[config.mk]
export PLATFORM = sky130hd
export DESIGN_NAME = sactl_ctrl
export DESIGN_NICKNAME = d
export VERILOG_FILES = /design/src/rtl/sactl_pkg.sv /design/src/rtl/sactl_ctrl.sv
export SDC_FILE = /design/constraint.sdc
export NUM_CORES = 1
export LEC_CHECK = 0
export BUFFER_PORTS_ARGS = -buffer_cell sky130_fd_sc_hd__buf_2
export CAP_MARGIN = 5
export CORE_AREA = 5 5 42 44
export CTS_BUF_LIST = sky130_fd_sc_hd__clkbuf_4 sky130_fd_sc_hd__clkbuf_8
export DETAILED_ROUTE_END_ITERATION = 16
export DIE_AREA = 0 0 47 49
export HOLD_SLACK_MARGIN = 0.1
export PLACE_DENSITY = 0.67
export SLEW_MARGIN = 10
export SYNTH_ARGS = -nofsm -noshare
export SYNTH_HDL_FRONTEND = slang
export SYNTH_SLANG_ARGS = --single-unit
[constraint.sdc]
create_clock -name clk_i -period 1.56 [get_ports clk_i]
set_input_delay 0.39 -clock clk_i [delete_from_list [all_inputs] [get_ports clk_i]]
set_output_delay 0.39 -clock clk_i [all_outputs]
set_load 0.02 [all_outputs]
[src/rtl/sactl_pkg.sv]
// Shared types, codes and helpers of the set-associative cache tag lookup.
// No dependencies; used by the controller, datapath, top level and checker.
package sactl_pkg;

  localparam logic ACTION_ACCESS = 1'b0;
  localparam logic ACTION_CLEAR  = 1'b1;

  localparam logic REG_REPLACE_LRU  = 1'b0;
  localparam logic REG_BLOCK_OFFSET = 1'b1;

  localparam logic [3:0] OFFSET_RESET = 4'd6;
  localparam logic [31:0] SAT_MAX = 32'hFFFF_FFFF;

  typedef struct packed {
    logic        action;
    logic [31:0] address;
  } in_item_t;

  typedef struct packed {
    logic        hit;
    logic        evicted;
    logic [31:0] access_count;
    logic [31:0] hit_count;
    logic [31:0] miss_count;
    logic [31:0] eviction_count;
  } out_item_t;

  typedef struct packed {
    logic capture;
    logic clear_stats;
    logic read;
    logic update;
    logic sweep;
    logic load_clear;
  } ctrl_cmd_t;

  typedef struct packed {
    logic in_clear;
    logic out_free;
    logic sweep_last;
  } dp_status_t;

  function automatic logic [31:0] sat_inc(input logic [31:0] v);
    return (v == SAT_MAX) ? v : v + 32'd1;
  endfunction

endpackage

[src/rtl/sactl_ctrl.sv]
// Sequencer of the cache tag lookup: handshakes, row read, update, clear sweep.
// Depends on sactl_pkg for the command and status structs.
module sactl_ctrl (
  input  logic                   clk_i,
  input  logic                   rst_ni,
  input  logic                   in_valid_i,
  output logic                   in_ready_o,
  input  sactl_pkg::dp_status_t  status_i,
  output sactl_pkg::ctrl_cmd_t   cmd_o
);
  import sactl_pkg::*;

  typedef enum logic [4:0] {
    S_IDLE  = 5'b00001,
    S_READ  = 5'b00010,
    S_UPD   = 5'b00100,
    S_SWEEP = 5'b01000,
    S_FLUSH = 5'b10000
  } state_e;

  state_e state_q, state_d;
  logic   emit_q, emit_d;
  logic   accept;

  always_comb begin
    state_d    = state_q;
    emit_d     = emit_q;
    cmd_o      = '0;
    in_ready_o = 1'b0;
    accept     = 1'b0;
    case (state_q)
      S_IDLE: begin
        in_ready_o = 1'b1;
        accept     = in_valid_i;
      end
      S_READ: begin
        cmd_o.read = 1'b1;
        state_d    = S_UPD;
      end
      S_UPD: begin
        // finish the word only when the output register can take the result
        if (status_i.out_free) begin
          cmd_o.update = 1'b1;
          in_ready_o   = 1'b1;
          accept       = in_valid_i;
          state_d      = S_IDLE;
        end
      end
      S_SWEEP: begin
        cmd_o.sweep = 1'b1;
        if (status_i.sweep_last) begin
          state_d = emit_q ? S_FLUSH : S_IDLE;
        end
      end
      S_FLUSH: begin
        if (status_i.out_free) begin
          cmd_o.load_clear = 1'b1;
          emit_d           = 1'b0;
          state_d          = S_IDLE;
        end
      end
      default: begin
        state_d = S_IDLE;
      end
    endcase

    if (accept) begin
      cmd_o.capture = 1'b1;
      if (status_i.in_clear == ACTION_CLEAR) begin
        cmd_o.clear_stats = 1'b1;
        emit_d            = 1'b1;
        state_d           = S_SWEEP;
      end else begin
        state_d = S_READ;
      end
    end
  end

  // Reset starts with a sweep that invalidates every row and emits nothing.
  always_ff @(posedge clk_i or negedge rst_ni) begin
    if (!rst_ni) begin
      state_q <= S_SWEEP;
      emit_q  <= 1'b0;
    end else begin
      state_q <= state_d;
      emit_q  <= emit_d;
    end
  end

endmodule

Word level (Yosys, flattened, before mapping)
Index checks and enable logic that the tools add are counted.
W data, S select, Z words.
{ "classes": {"add_sub_neg": 0, "multipliers": 0, "div": 0, "n_lt_le_gt_ge": 0, "n_eq_ne": 8, "shifts": 0, "mux": 20, "n_bitwise": 0, "n_reduce_logical": 2} }
{ "op_table": {"columns": ["cell", "n"], "rows": [
  ["$mux W5", 4],
  ["$pmux W5 S4", 1],
  ["$mux W1", 11],
  ["$eq A5 B1 Y1 const B", 1],
  ["$eq A5 B2 Y1 const B", 1],
  ["$eq A5 B3 Y1 const B", 1],
  ["$eq A5 B4 Y1 const B", 1],
  ["$eq A5 B5 Y1 const B", 1],
  ["$mux W4", 1],
  ["$pmux W1 S2", 2],
  ["$ne A3 B1 Y1 const B", 1],
  ["$ne A3 B3 Y1 const B", 1],
  ["$reduce_and A3 Y1", 1],
  ["$mux W2", 1],
  ["$ne A2 B2 Y1 const B", 1],
  ["$reduce_or A2 Y1", 1]
]} }
{ "word_totals": {"register_bits": 6, "latchBits": 0, "ram_bits": 0, "mem_bits_ro": 0, "inputBits": 6, "out_inout_bits": 7, "wordCells": 32, "n_memories": 0} }

Logic depth before layout (Yosys ltp)
Gate-level depths: netlist of run 1.
{ "depth": {"word_depth": 4, "mapped_depth": 5, "ltp_nobuf": 4} }

Worst setup path after synthesis of run 1
Ideal clock, no wire load.
{ "synth_path": {"path_type": "reg2out", "startpoint": "register state_q[4]", "endpoint": "output port cmd_o[4] in the netlist's numbering", "t_arrival_ns": 1.408, "required_time_ns": 1.170, "path_slack_ns": -0.238, "stages_incl_launch_ff": 6, "path_buffers": 2, "cell_sequence": "dfrtp_1 -> buf_2 -> or3_4 -> a21oi_4 -> and3_4 -> buf_4"} }
{ "synth_rtl": {"columns": ["item", "line_no", "rtl"], "rows": [
  ["start, declared", "sactl_ctrl.sv:21", "state_e state_q, state_d;"],
  ["start signal, assigned", "sactl_ctrl.sv:85", "state_q <= state_d;"],
  ["end, declared", "sactl_ctrl.sv:9", "output sactl_pkg::ctrl_cmd_t cmd_o"]
]} }

==> results of run 1 <==
==> repair_timing <==
item / in CTS / in global routing
pin swaps: 3 / 1
gates resized for setup: 16 / 2
setup endpoints to repair: 7 / 8
setup buffers: 2 / 1
cloned: 0 / 0
hold endpoints to repair: 5 / 0
hold buffers: 1 / 0
==> per-layer routing <==
metal / up-vias / part of all wire, % / track usage (%)
li1: 222 / - / -
met1: 202 / 38 / 13.0
met2: 16 / 54 / 20.1
met3: 2 / 6.2 / 4.43
met4: 0 / 1.6 / 5.53
met5: - / 0 / 0
==> state kept, by name, summed over array words and instances, names as in the netlist <==
register and count:
state_q 5, emit_q 1
==> tightest hold or removal path, stage by stage <==
cell and delay (ns):
buf_2 0.10, inv_1 0.04, a21o_1 0.15
==> worst max-delay path by stage <==
stage                           startpoint  endpoint  slack, ns  depth (start not counted)
floorplan           state_q[4]$_DFFE_PN0P_  cmd_o[4]      -0.23                          5
global route        state_q[3]$_DFFE_PN1P_  cmd_o[4]      -0.35                          4
detailed placement  state_q[3]$_DFFE_PN1P_  cmd_o[4]      -0.04                          4
CTS                 state_q[3]$_DFFE_PN1P_  cmd_o[4]      -0.28                          4
finish              state_q[3]$_DFFE_PN1P_  cmd_o[4]      -0.28                          4
global placement    state_q[3]$_DFFE_PN1P_  cmd_o[4]      -0.03                          4
==> layout by cell type, fill, tap and decap left out, drive strengths merged <==
| cell | n |
|---|---|
| a21oi | 2 |
| o21bai | 1 |
| nand2b | 1 |
| dlygate4sd3 | 1 |
| dfstp | 1 |
| xor2 | 1 |
| o21ai | 1 |
| nand3b | 2 |
| and4 | 1 |
| inv | 5 |
| a21o | 1 |
| and2 | 1 |
| o41ai | 1 |
| and3 | 2 |
| nand2 | 3 |
| nor4 | 3 |
| buf | 27 |
| o31ai | 1 |
| clkbuf | 4 |
| or3 | 2 |
| and2b | 1 |
| mux2i | 2 |
| nor2 | 4 |
| nor3 | 2 |
| dfrtp | 5 |
| nand3 | 1 |
==> cell type report <==
class                      instances  area share (%)
inverter                           5            2.63
sequential                         6            21.4
multi-input combinational         33            38.9
tap                               16            2.80
clock buffer                       4            4.20
timing repair buffer              28            30.1
==> cell families after synthesis <==
group / share of synthesized area (%)
xor gates and xnor gates: 1.97
DFF: 34.1
and+or+nand+nor: 31.6
muxes: 4.51
buffers and inverters: 12.4
AOI/OAI and AO/OA: 15.5
==> power groups by stage <==
stage	logic (mW)	registers (mW)	clock network [mW]
finish	0.845	0.253	0.180
CTS	0.795	0.252	0.184
detailed placement	0.668	0.245	0
global placement	0.664	0.243	0
floorplan	0.490	0.248	0
global route	0.916	0.263	0.195
==> summary.txt, run 1 <==
Final layout
  – Post-route non-filler standard cell count: 92
  – Layout cells sized above 1: 59.2%
  – Register area: 153 sq um
  – Util after Layout: 51.0%
  – Layout area overhead: 60.8%
  – Fin nets: 83
  – Multi-input combinational cell area: 278 sq um
  – Fill cell count: 138
  – Final instance area: 714 sq um
  – Diode count: 0

Logic synthesis
  – Sequential fraction of the synthesis area: 34.1%
  – #FFs+latches synth: 6
  – Unique cell type count in the Yosys netlist: 30
  – Post-Syn Area: 444 sq um
  – EDFF count, synth: 0
  – Ys flop type: dfrtp_1
  – Net Count, Synth: 55
  – Syn Area/Cell: 9.06 sq um
  – Mapped Cells: 49
  – Post-synth top area cell: dfrtp_1
  – Most frequent cell after synthesis: dfrtp_1
  – Share of async-settable or async-resettable flops after synthesis: 100%
  – Top cell type's share of synthesized area: 28.2%
  – Synth Warn #: 0
  – Synth top area cells: dfrtp_1 28%, dfstp_2 5.9%, mux2i_1 4.5%
  – Post-synth top cells: 5 x dfrtp_1, 4 x nor2_1, 3 x inv_1, 3 x nand2_1, 3 x nor4_1

Die
  – Total Die Area: 2300 sq um
  – Floorplan Core Area: 1400 sq um
  – Starting density of the core: 31.7%
  – Row Count: 14
  – Die H: 49 um
  – # IOs: 13
  – Die Wd: 47 um

Critical path
  – Cell family with most CP delay: simple AND/OR/NAND/NOR gates
  – Critical path endpoint category: output pin
  – Crit Path Max Fanout: 3
  – Worst Path Class, Setup: reg2out
  – Reg2reg start: state_q[2]$_DFFE_PN0P_
  – Worst Reg-to-Reg Cells: 4
  – WP buf/inv: 1
  – Worst flop-to-flop path endpoint: state_q[4]$_DFFE_PN0P_
  – Crit path arrival time: 1.45 ns
  – CP required: 1.17 ns
  – R2R setup slack: 0.09 ns
  – Slowest Stage Delay on Critical Path: 0.39 ns
  – Worst path cell trace: or3_4 -> a21oi_4 -> and3_4 -> buf_6
  – Critical path launch point type: register
  – Worst path slowest cell: or3_4

Placement
  – PortBufs: 12
  – Hpwl dp: 832 um
  – Placed standard-cell area: 584 sq um
  – # placed instances: 84
  – Worst slack, placed: -0.0396 ns
  – GP Congestion: 0.784

Clocking
  – # H-tree levels: 1
  – Sinks on Clock Net: 6
  – CTS Buffer Depth: 2
  – Worst-path clk slew: 0.05 ns
  – CTS root buffer: clkbuf_4
  – CTS tree: built
  – TritonCTS Buffers: 3
  – Skew-Pair Late Insertion Delay: 0.25 ns

Timing
  – RSZ-0062 raised after global routing: true
  – Fin crit share: 118%
  – Clock skew: 0.00231 ns
  – Min Hold Slack: 0.432 ns
  – PnR worst setup slack: -0.278 ns
  – Slew headroom: 74.7%
  – Worst Max-Slew Pin Slew: 0.376 ns
  – TNS Setup: -1.48 ns
  – Final hold vios: 0
  – Fmax: 544 MHz
  – Count of final setup violators: 7
  – Pins over their slew limit: 0
  – Fin crit period: 1.84 ns

GRT
  – Number of global-route vias before repair: 483
  – Total track usage: 12.1%
  – Total gr overflow: 0
  – Largest net degree at the start of global routing: 10
  – Global-route wire length before repair: 1970 um
  – Initial antenna violation count: 0

Run status
  – Failing checks: negative setup slack
  – Status: complete, but fails checks

Detailed routing
  – Via count: 442
  – DR vias/cell: 4.80
  – Remaining DRCs: 0
  – Drt pass-1 iters: 4
  – Drt total wl: 1170 um
  – DRT antenna net count: 0
  – DR WL/cell: 12.7 um
  – Initial DRC Count: 12

Min path
  – Hold path startpoint: status_i[0]
  – Hold crit path type: in2reg
  – Hold path depth: 3
  – Hold path endpoint: state_q[3]$_DFFE_PN1P_

Pwr
  – Tot Pwr: 1.28 mW
  – Seq pwr share: 19.8%
  – Leakage dissipation: 0.347 nW
  – Internal Pwr Total: 0.762 mW
  – Gate power share: 66.1%
  – P_sw: 0.516 mW
  – Worst vdd ir: 1410 uV
  – PD cells: 1790 nW/um^2
  – Clk pwr share: 14.1%
  – Sw frac: 40.4%

Run
  – # Max-Cap Violations: 0
(Power assumes the default switching activity.)
==> run 2: changes to the inputs <==
--- a/constraint.sdc
+++ b/constraint.sdc
@@ -3,2 +3,2 @@
 set_output_delay 0.39 -clock clk_i [all_outputs]
-set_load 0.02 [all_outputs]
+set_load 0.005 [all_outputs]
==> run 2 against run 1 <==
The flow still finishes with violations (negative setup slack). Maximum frequency rose by 0.69%. Sequential power about the same. Final cell count fell by 6.5%. Setup slack improved by 0.013 ns. Register-to-register slack gained 0.02 ns. Flip-flop and latch count is the same.
==> summary.txt, run 2 (synthesized netlist as in run 1, its figures left out) <==
Timing
  – Clock skew: 0.00499 ns (+0.00268 ns)
  – Count of final setup violators: 7 (unchanged)
  – Fin crit share: 117% (-0.81 points)
  – Pins over their slew limit: 0 (unchanged)
  – Slew headroom: 72.6% (-2.1 points)
  – Fmax: 548 MHz (+0.69%)
  – Fin crit period: 1.83 ns (-0.0127 ns)
  – RSZ-0062 raised after global routing: true
  – PnR worst setup slack: -0.266 ns (+0.0127 ns)
  – Worst Max-Slew Pin Slew: 0.406 ns (+0.0306 ns)
  – Final hold vios: 0 (unchanged)

Detailed routing
  – Metal-1 WL: 425 um (-4.3%)
  – Uppermost layer routed: met4
  – Metal3 WL: 75 um (+4.2%)
  – Initial DRC Count: 11 (-1)
  – DRT antenna net count: 0 (unchanged)
  – DR WL/cell: 12.5 um (-1.5%)
  – Remaining DRCs: 0 (unchanged)
  – DR vias/cell: 4.92 (+2.4%)
  – Drt total wl: 1070 um (-8.0%)
  – Drt pass-1 iters: 4 (unchanged)
  – Via count: 423 (-4.3%)
  – Routed length on met2: 543 um (-14%)

Critical path
  – Crit path to: cmd_o[4]
  – WP buf/inv: 1 (unchanged)
  – Slowest Stage Delay on Critical Path: 0.39 ns (about the same)
  – Worst Path Class, Setup: reg2out
  – Worst flop-to-flop path endpoint: emit_q$_DFF_PN0_
  – R2R setup slack: 0.11 ns (+0.02 ns)
  – Cell family with most CP delay: simple AND/OR/NAND/NOR gates
  – Reg2reg start: state_q[4]$_DFFE_PN0P_
  – Worst path cell trace: or3_4 -> a21oi_4 -> and3_4 -> buf_6
  – CP required: 1.17 ns (about the same)
  – Worst path slowest cell: or3_4
  – Crit path arrival time: 1.44 ns (about the same)
  – Worst Reg-to-Reg Cells: 6 (+2)
  – Crit Path Max Fanout: 3 (unchanged)
  – Worst setup path startpoint: state_q[4]$_DFFE_PN0P_
  – Critical path endpoint category: output pin
  – Critical path depth: 4 (unchanged)
  – Critical path launch point type: register

Clocking
  – CTS root buffer: clkbuf_4
  – # H-tree levels: 1 (unchanged)
  – TritonCTS Buffers: 3 (unchanged)
  – CTS Buffer Depth: 2 (unchanged)
  – CTS tree: built
  – Sinks on Clock Net: 6 (unchanged)
  – Worst-path clk slew: 0.05 ns (about the same)
  – Skew-Pair Late Insertion Delay: 0.25 ns (about the same)

Die
  – Total Die Area: 2300 sq um (unchanged)
  – Die Wd: 47 um (unchanged)
  – # IOs: 13 (unchanged)
  – Starting density of the core: 31.7% (unchanged)
  – Die H: 49 um (unchanged)
  – Row Count: 14 (unchanged)
  – Floorplan Core Area: 1400 sq um (unchanged)

Min path
  – Hold crit path type: in2reg
  – Hold path depth: 3 (unchanged)
  – Hold path startpoint: status_i[0]

Final layout
  – Layout cells sized above 1: 57.1% (-2.1 points)
  – Layout area overhead: 41.7%
  – Largest regs: state_q: 5 flops, emit_q: 1 flops
  – Most frequent cells in the layout: 11 x buf_2, 8 x buf_4, 4 x clkbuf_4, 4 x dfrtp_1
  – Diode count: 0 (unchanged)
  – Fin nets: 77 (-7.2%)
  – Commonest non-fill, non-tap cell in the layout: buf_2
  – Post-route non-filler standard cell count: 86 (-6.5%)
  – Final instance area: 629 sq um (-12%)
  – Most flop-heavy register: state_q
  – Max reg flops: 5 (unchanged)

GRT
  – Number of global-route vias before repair: 413 (-14%)
  – Initial antenna violation count: 0 (unchanged)
  – Largest net degree at the start of global routing: 10 (unchanged)
  – Total track usage: 10.8% (-1.3 points)
  – Global-route wire length before repair: 1710 um (-13%)
  – Total gr overflow: 0 (unchanged)

Pwr
  – Worst vdd ir: 809 uV (-43%)
  – Leakage dissipation: 0.315 nW (-9.3%)
  – PD cells: 1690 nW/um^2 (-5.6%)

Run status
  – Status: complete, but fails checks
  – Failing checks: negative setup slack

Placement
  – # placed instances: 80 (-4.8%)
  – GP Congestion: 0.779 (-0.63%)
  – Hpwl dp: 802 um (-3.6%)
  – Worst slack, placed: -0.0104 ns (+0.0292 ns)
  – Placed standard-cell area: 548 sq um (-6.2%)
  – PortBufs: 12 (unchanged)

Run
  – # Max-Cap Violations: 0 (unchanged)
==> run 2: changes by cell type in the layout (fill, tap and decap cells not counted) <==
cell    delta
nor2_4     -1
nor4_2     +2
buf_6      -2
and4_1     -1
and4_4     +1
buf_2      +6
inv_4      +1
nor4_4     -2
buf_4     -10
inv_2      -1
nor2_2     +1
==> run 2: worst min-delay path by stage <==
stage	endpoint	slack (ns)
CTS	state_q[3]$_DFFE_PN1P_	0.42
detailed placement	state_q[2]$_DFFE_PN0P_	0.22
floorplan	emit_q$_DFF_PN0_	0.09
finish	state_q[3]$_DFFE_PN1P_	0.42
global placement	state_q[2]$_DFFE_PN0P_	0.22
global route	state_q[3]$_DFFE_PN1P_	0.43
==> run 2: through the flow <==
| step | util [%] | setup TNS, ns | power, mW | hold slack (ns) |
|---|---|---|---|---|
| 6_report | 44.9 | -0.970 | 1.06 | 0.424 |
| 5_1_grt | 44.9 | -1.59 | 1.16 | 0.426 |
| 4_1_cts | 43.0 | -1.09 | 1.04 | 0.419 |
| 3_5_place_dp | 39.1 | -0.0175 | 0.829 | 0.224 |
| 3_3_place_gp | 39.1 | 0 | 0.822 | 0.224 |
| 2_1_floorplan | - | -0.193 | 0.672 | 0.0944 |
==> run 2: metal layers <==
layer  up-vias  track usage (%)
met5         -                0
met4         0             6.91
met3         3             4.80
met2        15             15.6
met1       196             12.3
li1        209                -
==> run 2: layout make-up <==
cell class                      instances  area (sq um)
Fill cell                             145           772
Timing Repair Buffer                   22           148
Inverter                                5          21.3
Multi-Input combinational cell         33           258
Sequential cell                         6           153
Tap cell                               16          20.0
Clock buffer                            4          30.0
==> run 2: worst register-to-register path: stages, from the launching register on <==
cell	delay [ns]
dfrtp_1	0.37
or3_4	0.39
a21oi_4	0.14
and3_4	0.20
buf_4	0.09
buf_4	0.09
o21bai_2	0.09
==> run 2: timing repair <==
| item | 4_1_cts | 5_1_grt |
|---|---|---|
| resized for setup | 3 | 6 |
| hold buffers | 1 | 0 |
| pin swaps | 0 | 1 |
| hold endpoints to repair | 5 | 0 |
| gates cloned | 0 | 0 |
| setup endpoints to repair | 7 | 7 |
| setup buffers | 0 | 1 |
==> run 2: report_power, final <==
| part | switching [mW] | internal (mW) |
|---|---|---|
| Sequential | 0.0451 | 0.211 |
| Combinational | 0.307 | 0.326 |
| Clock | 0.0592 | 0.114 |
